[config.mk]
export PLATFORM = sky130hd
export DESIGN_NAME = bloom_filter_four_hash_flat
export DESIGN_NICKNAME = d
export VERILOG_FILES = /design/src/rtl/bff4_pkg.sv /design/src/rtl/bff4_req_if.sv /design/src/rtl/bff4_rsp_if.sv /design/src/rtl/bloom_filter_four_hash.sv /design/src/rtl/bff4_ram.sv /design/src/flat_wrapper.sv
export VERILOG_INCLUDE_DIRS = /design/src /design/src/rtl
export SDC_FILE = /design/constraint.sdc
export NUM_CORES = 2
export LEC_CHECK = 0
export BUFFER_PORTS_ARGS = -buffer_cell sky130_fd_sc_hd__clkbuf_2
export CORE_ASPECT_RATIO = 1.4
export CORE_MARGIN = 2
export CORE_UTILIZATION = 43
export CTS_BUF_LIST = sky130_fd_sc_hd__clkbuf_8
export DETAILED_ROUTE_END_ITERATION = 10
export PLACE_DENSITY = 0.56
export SLEW_MARGIN = 20
export SYNTH_ARGS = -nofsm -noshare
export SYNTH_HDL_FRONTEND = slang
export SYNTH_SLANG_ARGS = --single-unit
[constraint.sdc]
create_clock -name clock -period 33 [get_ports clock]
set_input_delay 3.3 -clock clock [delete_from_list [all_inputs] [get_ports clock]]
set_output_delay 3.3 -clock clock [all_outputs]
set_load 0.005 [all_outputs]
[src/rtl/bloom_filter_four_hash_defines.svh]
// Assertion helpers shared by the filter RTL.
`ifndef BLOOM_FILTER_FOUR_HASH_DEFINES_SVH
`define BLOOM_FILTER_FOUR_HASH_DEFINES_SVH

// Same-cycle implication, sampled on the rising clock edge.
`define BFF4_ASSERT_IMPL(label, clk, rst, ante, cons) \
   label: assert property (@(posedge clk) disable iff (rst) (ante) |-> (cons)) \
      else $error("bloom filter check failed");

// Next-cycle implication, sampled on the rising clock edge.
`define BFF4_ASSERT_NEXT(label, clk, rst, ante, cons) \
   label: assert property (@(posedge clk) disable iff (rst) (ante) |=> (cons)) \
      else $error("bloom filter check failed");

`endif

[src/rtl/bff4_pkg.sv]
`timescale 1ns / 1ps
`default_nettype none

package bff4_pkg;

   // Filter storage
   localparam int MAX_BITS = 1024;
   localparam int IDX_W    = $clog2(MAX_BITS);
   localparam int MOD_W    = $clog2(MAX_BITS + 1);

   // Field widths
   localparam int CSR_W  = 11;
   localparam int CHAR_W = 8;

   // Reducer operand: sum + character * power
   localparam int OP_W  = CHAR_W + IDX_W + 1;
   localparam int CNT_W = $clog2(OP_W);

   localparam logic [CSR_W-1:0] TABLE_SIZE_RESET = CSR_W'(100);

   localparam logic CMD_INSERT = 1'b0;
   localparam logic CMD_QUERY  = 1'b1;

   typedef logic [4:0] base_type;
   typedef logic [2:0] offset_type;

   localparam base_type   HASH_BASE   [3] = '{5'd19, 5'd30, 5'd21};
   localparam offset_type HASH_OFFSET [4] = '{3'd0, 3'd1, 3'd7, 3'd3};

endpackage

`default_nettype wire

[src/rtl/bff4_req_if.sv]
`timescale 1ns / 1ps
`default_nettype none

interface bff4_req_if;
   import bff4_pkg::*;

   logic              valid;
   logic              ready;
   logic              cmd;
   logic [CHAR_W-1:0] character;
   logic              last;

   modport source (output valid, cmd, character, last, input ready);
   modport sink   (input valid, cmd, character, last, output ready);
endinterface

`default_nettype wire

[src/rtl/bff4_rsp_if.sv]
`timescale 1ns / 1ps
`default_nettype none

interface bff4_rsp_if;
   logic valid;
   logic ready;
   logic maybe_present;

   modport source (output valid, maybe_present, input ready);
   modport sink   (input valid, maybe_present, output ready);
endinterface

`default_nettype wire

[src/rtl/bloom_filter_four_hash.sv]
// Operation: a character is accepted, then 7 modular reductions run on the bit-serial
//   unit; the last character adds 4 more reductions, then sets 4 bits (insert) or
//   reads and checks them (query), and a query then posts the answer.
// Throughput: one transaction at a time, bounded by the bit-serial modulo unit.
// Reset: synchronous, active high; a clearing pass then zeroes all MAX_BITS filter
//   bits before the first request transaction is taken.
`timescale 1ns / 1ps
`default_nettype none
`include "bloom_filter_four_hash_defines.svh"

module bloom_filter_four_hash (
   input  wire logic                       clock,
   input  wire logic                       reset,
   input  wire logic                       csr_wr_en,
   input  wire logic [bff4_pkg::CSR_W-1:0] csr_wr_data,
   bff4_req_if.sink                        req_if,
   bff4_rsp_if.source                      rsp_if
);
   import bff4_pkg::*;

   // Sequencer states
   localparam logic [3:0] ST_CLEAR = 4'd0;
   localparam logic [3:0] ST_IDLE  = 4'd1;
   localparam logic [3:0] ST_LOAD  = 4'd2;
   localparam logic [3:0] ST_RED   = 4'd3;
   localparam logic [3:0] ST_STORE = 4'd4;
   localparam logic [3:0] ST_INS   = 4'd5;
   localparam logic [3:0] ST_QRD   = 4'd6;
   localparam logic [3:0] ST_QCHK  = 4'd7;
   localparam logic [3:0] ST_RESP  = 4'd8;

   // Reduction steps per character: four sums, three powers; then four indices
   localparam logic [3:0] STEP_SUM0 = 4'd0;
   localparam logic [3:0] STEP_SUM1 = 4'd1;
   localparam logic [3:0] STEP_SUM2 = 4'd2;
   localparam logic [3:0] STEP_SUM3 = 4'd3;
   localparam logic [3:0] STEP_POW0 = 4'd4;
   localparam logic [3:0] STEP_POW1 = 4'd5;
   localparam logic [3:0] STEP_POW2 = 4'd6;
   localparam logic [3:0] STEP_IDX0 = 4'd7;
   localparam logic [3:0] STEP_IDX1 = 4'd8;
   localparam logic [3:0] STEP_IDX2 = 4'd9;
   localparam logic [3:0] STEP_IDX3 = 4'd10;

   typedef logic [IDX_W-1:0] idx_type;

   logic [3:0]        state_ff, state_in;
   logic [3:0]        step_ff, step_in;
   logic [CNT_W-1:0]  cnt_ff, cnt_in;
   logic [1:0]        k_ff, k_in;
   idx_type           clr_ff, clr_in;
   idx_type           rem_ff, rem_in;
   logic [OP_W-1:0]   op_ff, op_in;
   logic              cmd_ff, cmd_in;
   logic [CHAR_W-1:0] ch_ff, ch_in;
   logic              last_ff, last_in;
   idx_type           sum_ff [4];
   idx_type           sum_in [4];
   idx_type           pow_ff [3];
   idx_type           pow_in [3];
   idx_type           idx_ff [4];
   idx_type           idx_in [4];
   logic              all_ff, all_in;
   logic              rsp_valid_ff, rsp_valid_in;
   logic              rsp_mp_ff, rsp_mp_in;
   logic [CSR_W-1:0]  tsize_ff;

   logic [MOD_W-1:0]  mod_act;
   logic [IDX_W:0]    mod_ext;
   logic [IDX_W:0]    trial;
   idx_type           rem_next;
   logic [CHAR_W-1:0] mul_a;
   idx_type           mul_b;
   logic [OP_W-1:0]   add_c;
   logic [OP_W-1:0]   op_comb;

   logic              ram_wr_en;
   logic              ram_wr_data;
   idx_type           ram_addr;
   logic              ram_rdata;

   // Clamp the configured size to the range 1 .. MAX_BITS
   always_comb begin
      if (tsize_ff == '0) begin
         mod_act = MOD_W'(1);
      end else if (int'(tsize_ff) > MAX_BITS) begin
         mod_act = MOD_W'(MAX_BITS);
      end else begin
         mod_act = MOD_W'(tsize_ff);
      end
   end

   assign mod_ext = (IDX_W + 1)'(mod_act);

   // Restoring modulo: shift in one operand bit, subtract the modulus if it fits
   assign trial    = {rem_ff, op_ff[OP_W-1]};
   assign rem_next = (trial >= mod_ext) ? IDX_W'(trial - mod_ext) : IDX_W'(trial);

   // Operand for the current step: add_c + mul_a * mul_b, one shared multiplier
   always_comb begin
      mul_a = '0;
      mul_b = '0;
      add_c = '0;
      unique case (step_ff)
         STEP_SUM0: begin
            add_c = OP_W'(sum_ff[0]) + OP_W'(ch_ff);
         end
         STEP_SUM1: begin
            mul_a = ch_ff;
            mul_b = pow_ff[0];
            add_c = OP_W'(sum_ff[1]);
         end
         STEP_SUM2: begin
            mul_a = ch_ff;
            mul_b = pow_ff[1];
            add_c = OP_W'(sum_ff[2]);
         end
         STEP_SUM3: begin
            mul_a = ch_ff;
            mul_b = pow_ff[2];
            add_c = OP_W'(sum_ff[3]);
         end
         STEP_POW0: begin
            mul_a = CHAR_W'(HASH_BASE[0]);
            mul_b = pow_ff[0];
         end
         STEP_POW1: begin
            mul_a = CHAR_W'(HASH_BASE[1]);
            mul_b = pow_ff[1];
         end
         STEP_POW2: begin
            mul_a = CHAR_W'(HASH_BASE[2]);
            mul_b = pow_ff[2];
         end
         STEP_IDX0: begin
            add_c = OP_W'(sum_ff[0]) + OP_W'(HASH_OFFSET[0]);
         end
         STEP_IDX1: begin
            add_c = OP_W'(sum_ff[1]) + OP_W'(HASH_OFFSET[1]);
         end
         STEP_IDX2: begin
            add_c = OP_W'(sum_ff[2]) + OP_W'(HASH_OFFSET[2]);
         end
         STEP_IDX3: begin
            add_c = OP_W'(sum_ff[3]) + OP_W'(HASH_OFFSET[3]);
         end
         default: begin
            add_c = '0;
         end
      endcase
   end

   assign op_comb = add_c + OP_W'(mul_a) * OP_W'(mul_b);

   // Filter bit array: cleared by the sweep, set on insert, read on query
   assign ram_wr_en   = (state_ff == ST_CLEAR) || (state_ff == ST_INS);
   assign ram_wr_data = (state_ff == ST_INS);
   assign ram_addr    = (state_ff == ST_CLEAR) ? clr_ff : idx_ff[k_ff];

   bff4_ram #(
      .WIDTH (1),
      .DEPTH (MAX_BITS)
   ) u_filter_ram (
      .clock   (clock),
      .wr_en   (ram_wr_en),
      .wr_addr (ram_addr),
      .wr_data (ram_wr_data),
      .rd_addr (ram_addr),
      .rd_data (ram_rdata)
   );

   // Take a request only when idle; the result register decouples the response side
   assign req_if.ready         = (state_ff == ST_IDLE);
   assign rsp_if.valid         = rsp_valid_ff;
   assign rsp_if.maybe_present = rsp_mp_ff;

   always_comb begin
      state_in     = state_ff;
      step_in      = step_ff;
      cnt_in       = cnt_ff;
      k_in         = k_ff;
      clr_in       = clr_ff;
      rem_in       = rem_ff;
      op_in        = op_ff;
      cmd_in       = cmd_ff;
      ch_in        = ch_ff;
      last_in      = last_ff;
      sum_in       = sum_ff;
      pow_in       = pow_ff;
      idx_in       = idx_ff;
      all_in       = all_ff;
      rsp_mp_in    = rsp_mp_ff;
      rsp_valid_in = rsp_valid_ff;

      // Drop the held result once the consumer takes it
      if (rsp_valid_ff && rsp_if.ready) begin
         rsp_valid_in = 1'b0;
      end

      unique case (state_ff)
         ST_CLEAR: begin
            clr_in = clr_ff + 1'b1;
            if (clr_ff == IDX_W'(MAX_BITS - 1)) begin
               state_in = ST_IDLE;
            end
         end
         ST_IDLE: begin
            if (req_if.valid) begin
               cmd_in   = req_if.cmd;
               ch_in    = req_if.character;
               last_in  = req_if.last;
               step_in  = STEP_SUM0;
               state_in = ST_LOAD;
            end
         end
         ST_LOAD: begin
            op_in    = op_comb;
            rem_in   = '0;
            cnt_in   = '0;
            state_in = ST_RED;
         end
         ST_RED: begin
            op_in  = op_ff << 1;
            rem_in = rem_next;
            cnt_in = cnt_ff + 1'b1;
            if (cnt_ff == CNT_W'(OP_W - 1)) begin
               state_in = ST_STORE;
            end
         end
         ST_STORE: begin
            unique case (step_ff)
               STEP_SUM0: sum_in[0] = rem_ff;
               STEP_SUM1: sum_in[1] = rem_ff;
               STEP_SUM2: sum_in[2] = rem_ff;
               STEP_SUM3: sum_in[3] = rem_ff;
               STEP_POW0: pow_in[0] = rem_ff;
               STEP_POW1: pow_in[1] = rem_ff;
               STEP_POW2: pow_in[2] = rem_ff;
               STEP_IDX0: idx_in[0] = rem_ff;
               STEP_IDX1: idx_in[1] = rem_ff;
               STEP_IDX2: idx_in[2] = rem_ff;
               STEP_IDX3: idx_in[3] = rem_ff;
               default:   idx_in    = idx_ff;
            endcase
            if ((step_ff == STEP_POW2) && !last_ff) begin
               state_in = ST_IDLE;
            end else if (step_ff == STEP_IDX3) begin
               // Name complete: restart the running hashes
               for (int i = 0; i < 4; i++) begin
                  sum_in[i] = '0;
               end
               for (int i = 0; i < 3; i++) begin
                  pow_in[i] = IDX_W'(1);
               end
               k_in     = '0;
               all_in   = 1'b1;
               state_in = (cmd_ff == CMD_INSERT) ? ST_INS : ST_QRD;
            end else begin
               step_in  = step_ff + 1'b1;
               state_in = ST_LOAD;
            end
         end
         ST_INS: begin
            k_in = k_ff + 1'b1;
            if (k_ff == 2'd3) begin
               state_in = ST_IDLE;
            end
         end
         ST_QRD: begin
            state_in = ST_QCHK;
         end
         ST_QCHK: begin
            all_in = all_ff & ram_rdata;
            if (k_ff == 2'd3) begin
               state_in = ST_RESP;
            end else begin
               k_in     = k_ff + 1'b1;
               state_in = ST_QRD;
            end
         end
         ST_RESP: begin
            // Hold until the result register is free
            if (!rsp_valid_ff || rsp_if.ready) begin
               rsp_valid_in = 1'b1;
               rsp_mp_in    = all_ff;
               state_in     = ST_IDLE;
            end
         end
         default: begin
            state_in = ST_IDLE;
         end
      endcase
   end

   // Control state and hash state
   always_ff @(posedge clock) begin
      if (reset) begin
         state_ff     <= ST_CLEAR;
         clr_ff       <= '0;
         rsp_valid_ff <= 1'b0;
         tsize_ff     <= TABLE_SIZE_RESET;
         for (int i = 0; i < 4; i++) begin
            sum_ff[i] <= '0;
         end
         for (int i = 0; i < 3; i++) begin
            pow_ff[i] <= IDX_W'(1);
         end
      end else begin
         state_ff     <= state_in;
         clr_ff       <= clr_in;
         rsp_valid_ff <= rsp_valid_in;
         sum_ff       <= sum_in;
         pow_ff       <= pow_in;
         if (csr_wr_en) begin
            tsize_ff <= csr_wr_data;
         end
      end
   end

   // Datapath registers
   always_ff @(posedge clock) begin
      step_ff   <= step_in;
      cnt_ff    <= cnt_in;
      k_ff      <= k_in;
      rem_ff    <= rem_in;
      op_ff     <= op_in;
      cmd_ff    <= cmd_in;
      ch_ff     <= ch_in;
      last_ff   <= last_in;
      idx_ff    <= idx_in;
      all_ff    <= all_in;
      rsp_mp_ff <= rsp_mp_in;
   end

   // Checks
   `BFF4_ASSERT_NEXT(a_accept_starts_work, clock, reset, req_if.valid && req_if.ready, state_ff == ST_LOAD)
   `BFF4_ASSERT_NEXT(a_clear_bit_misses, clock, reset, (state_ff == ST_QCHK) && !ram_rdata, !all_ff)
   `BFF4_ASSERT_IMPL(a_result_from_resp, clock, reset, $rose(rsp_valid_ff), $past(state_ff) == ST_RESP)

endmodule

`default_nettype wire

[src/rtl/bff4_ram.sv]
`timescale 1ns / 1ps
`default_nettype none

module bff4_ram #(
   parameter int WIDTH = 1,
   parameter int DEPTH = 1024
) (
   input  wire logic                     clock,
   input  wire logic                     wr_en,
   input  wire logic [$clog2(DEPTH)-1:0] wr_addr,
   input  wire logic [WIDTH-1:0]         wr_data,
   input  wire logic [$clog2(DEPTH)-1:0] rd_addr,
   output      logic [WIDTH-1:0]         rd_data
);

   logic [WIDTH-1:0] mem [DEPTH];

   always_ff @(posedge clock) begin
      if (wr_en) begin
         mem[wr_addr] <= wr_data;
      end
      rd_data <= mem[rd_addr];
   end

endmodule

`default_nettype wire
[src/flat_wrapper.sv]
// flat-port wrapper written by rule: the top's interface ports become plain ports
module bloom_filter_four_hash_flat import bff4_pkg::*;
  (clock, reset, csr_wr_en, csr_wr_data, req_if_valid, req_if_cmd, req_if_character, req_if_last, req_if_ready, rsp_if_valid, rsp_if_maybe_present, rsp_if_ready);
  bff4_req_if req_if_i ();
  bff4_rsp_if rsp_if_i ();
  input  wire logic clock;
  input  wire logic reset;
  input  wire logic csr_wr_en;
  input  wire logic [bff4_pkg::CSR_W-1:0] csr_wr_data;
  input wire logic [$bits(req_if_i.valid)-1:0] req_if_valid;
  input wire logic [$bits(req_if_i.cmd)-1:0] req_if_cmd;
  input wire logic [$bits(req_if_i.character)-1:0] req_if_character;
  input wire logic [$bits(req_if_i.last)-1:0] req_if_last;
  output wire logic [$bits(req_if_i.ready)-1:0] req_if_ready;
  output wire logic [$bits(rsp_if_i.valid)-1:0] rsp_if_valid;
  output wire logic [$bits(rsp_if_i.maybe_present)-1:0] rsp_if_maybe_present;
  input wire logic [$bits(rsp_if_i.ready)-1:0] rsp_if_ready;
  assign req_if_i.valid = req_if_valid;
  assign req_if_i.cmd = req_if_cmd;
  assign req_if_i.character = req_if_character;
  assign req_if_i.last = req_if_last;
  assign req_if_ready = req_if_i.ready;
  assign rsp_if_valid = rsp_if_i.valid;
  assign rsp_if_maybe_present = rsp_if_i.maybe_present;
  assign rsp_if_i.ready = rsp_if_ready;
  bloom_filter_four_hash u_core (.clock(clock), .reset(reset), .csr_wr_en(csr_wr_en), .csr_wr_data(csr_wr_data), .req_if(req_if_i), .rsp_if(rsp_if_i));
endmodule
==> impl_metrics.json <==
{
  "status": "completed",
  "finalSetupViolations": 0,
  "initial_core_util": 0.434,
  "io_buffers": 28,
  "slew_viol_final": 0,
  "synth_seq_cells": 1213,
  "clkTransAtPathRegs_ns": 0.06,
  "drc_errors": 0,
  "p_leak_nw": 21.1,
  "syn_nets": 5582,
  "grt_max_degree": 249,
  "grt_usage": 0.264,
  "skew_ns": 0.0458,
  "cp_data_arrival_time_ns": 8.36,
  "cp_max_fo": 12,
  "drv_cap": 0,
  "clock_latency_ns": 0.92,
  "yosys_warnings": 0,
  "grt_pass1_vias": 39900,
  "wl_per_cell_um": 25.1,
  "min_to": "u_core.clr_ff[9]",
  "cts_root_buf": "clkbuf_8",
  "fillCellCount": 12400,
  "final.setup.tns_ns": 0,
  "post-route-min-period_ns": 7.64,
  "nets": 5450,
  "drive_gt1_frac": 0.0836,
  "postCtsHoldBufs": 0,
  "ant_nets": 0,
  "required_ns": 33.71,
  "endpoint_kind": "register",
  "fmax_mhz": 131,
  "ctsResizeCount": 0,
  "pin_count": 29,
  "dr.pass1.iters": 6,
  "layout_commonest_cell": "nor2_1",
  "drt-initial-drc-count": 4386,
  "dr_total_vias": 41500,
  "die_h_um": 434,
  "netlist_area_mm2": 0.0569,
  "worstMarginPinSlew_ns": 1.15,
  "rr_startpoint": "u_core.step_ff[2]",
  "die-width_um": 311,
  "area_growth_pct": 8.71,
  "multi_input_area_mm2": 0.0196,
  "final-seq-area_mm2": 0.0355,
  "ir_worst_vdd_mv": 0.0692,
  "grt_overflow_total": 0,
  "post_cts_buffers": 0,
  "path_class": "reg2reg",
  "clockBufferDepth": 3,
  "syn_area_per_cell_um2": 10.5,
  "dpl.hpwl_um": 100000,
  "gp_congestion": 0.869,
  "cts_tree": "done",
  "synth-edff-count": 1116,
  "holdWs_ns": 0.504,
  "coreArea_mm2": 0.131,
  "yosysSeqAreaShare": 0.623,
  "htree_levels": 4,
  "rsz0062_at_grt": "false",
  "numCtsBuffers": 184,
  "num_rows": 157,
  "synth_cells": 5422,
  "maxSlewHeadroom": 0.231,
  "worst_r2r_endpoint": "u_core.op_ff[17]",
  "grt_first_pass_wirelength_um": 263000,
  "layout_common_cells": "nor2_1 (1222), edfxtp_1 (1116), nand2_1 (1085)",
  "fp.dieArea_mm2": 0.135,
  "rr_worst_depth": 24,
  "p_per_area_mw_per_mm2": 67.5,
  "numClockSinks": 1213,
  "hold_violations": 0,
  "min_path_type": "reg2reg",
  "drt-total-wl_um": 180000,
  "finalPower_w": 0.00417,
  "timing.final.crit_share": 0.232,
  "hold_depth": 2,
  "cp-start-kind": "register",
  "min_from": "u_core.clr_ff[9]",
  "ys.flop_type": "edfxtp_1",
  "antenna_found_initial": 5,
  "yosysUniqueCellTypes": 61,
  "viasPerCell": 5.77,
  "async_reset_ff_frac": 0,
  "r2r_slack_ns": 25.36
}
==> sequential cells by signal, indices dropped and copies added (netlist names), 2 cells and up <==
| name | flops |
|---|---|
| u_core.u_filter_ram.mem | 1024 |
| u_core.idx_ff | 40 |
| u_core.sum_ff | 40 |
| u_core.pow_ff | 30 |
| u_core.op_ff | 19 |
| u_core.tsize_ff | 11 |
| u_core.clr_ff | 10 |
| u_core.rem_ff | 10 |
| u_core.ch_ff | 8 |
| u_core.cnt_ff | 5 |
| u_core.state_ff | 4 |
| u_core.step_ff | 4 |
| u_core.k_ff | 2 |
==> worst max-delay path: stages (launching register included) <==
cell and delay, ns:
edfxtp_1 0.55, nand2b_1 0.34, nor2_1 0.75, or3_1 0.47, nand2_1 0.11, nand2_1 0.31, nand2_1 0.13, fa_1 0.52
inv_1 0.05, fa_1 0.54, inv_1 0.07, fa_1 0.50, fa_1 0.50, inv_1 0.04, ha_1 0.28, o21ai_0 0.11
a21boi_0 0.28, o21ai_0 0.15, a21boi_0 0.26, o21ai_0 0.13, a21boi_0 0.34, o211ai_1 0.23, a2111o_1 0.42, and3_1 0.18
o31ai_1 0.18
==> worst max-delay path by stage <==
stage                       start                         end  slack, ns
2_1_floorplan  u_core.state_ff[2]  u_core.u_filter_ram.mem[0]       3.48
3_3_place_gp    u_core.step_ff[2]            u_core.op_ff[17]      25.57
3_5_place_dp    u_core.step_ff[2]            u_core.op_ff[17]      25.48
4_1_cts         u_core.step_ff[2]            u_core.op_ff[17]      25.43
5_1_grt         u_core.step_ff[2]            u_core.op_ff[17]      24.79
6_report        u_core.step_ff[2]            u_core.op_ff[17]      25.36
==> layer usage <==
metal / GRT usage / wire [um] / vias to the layer above
met5: 0 / 0 / -
met1: 0.318 / 67900 / 20900
met4: 0.117 / 8320 / 0
met3: 0.0398 / 12100 / 401
met2: 0.468 / 92200 / 1642
li1: - / - / 18600
==> final cells by class <==
class,count,share of cell area
diodes,8,0.000324
clock inverters,135,0.0105
inverters,124,0.00752
repair buffers,113,0.0137
clock buffers,193,0.0429
well taps,1749,0.0354
multi-input cells,3654,0.317
flip-flops and latches,1213,0.573
==> per-stage QoR <==
step / utilization / std cells / setup slack (ns) / cell area, um2
floorplan: - / 5422 / 3.48 / 56900
global placement: 0.446 / 6853 / 25.57 / 58500
detailed placement: 0.446 / 6853 / 25.48 / 58500
CTS: 0.472 / 7181 / 25.43 / 61800
global route: 0.472 / 7188 / 24.79 / 61900
finish: 0.472 / 7189 / 25.36 / 61900
==> Yosys cell counts, types with 37 or more instances <==
| master | n | share of area |
|---|---|---|
| inv_1 | 123 | 0.0081 |
| nand2_1 | 1138 | 0.075 |
| and3_1 | 127 | 0.014 |
| buf_1 | 37 | 0.0024 |
| mux4_2 | 42 | 0.017 |
| clkbuf_1 | 356 | 0.023 |
| a311oi_1 | 117 | 0.018 |
| fa_1 | 61 | 0.021 |
| edfxtp_1 | 1116 | 0.59 |
| nor2_1 | 1234 | 0.081 |
| a31oi_1 | 111 | 0.012 |
| dfxtp_1 | 97 | 0.034 |
| a22oi_1 | 96 | 0.013 |
| a21oi_1 | 53 | 0.0047 |
| o21ai_0 | 54 | 0.0047 |
| nand3_1 | 249 | 0.022 |
| ha_1 | 73 | 0.016 |
==> logic make-up after synthesis <==
kind of cell	after synthesis	share of synthesized area
compound gates	529	0.0667
xor+xnor	48	0.00739
fa+ha+maj	134	0.0375
buf+inv	555	0.0380
flops	1213	0.623
mux	63	0.0204
simple gates	2880	0.207
==> where the power goes <==
group          switching [W]  internal, W
clock               0.000594     0.000562
sequential         0.0000131      0.00167
combinational       0.000995     0.000344
total                0.00160      0.00257
Power figures use the tool's default switching activity.
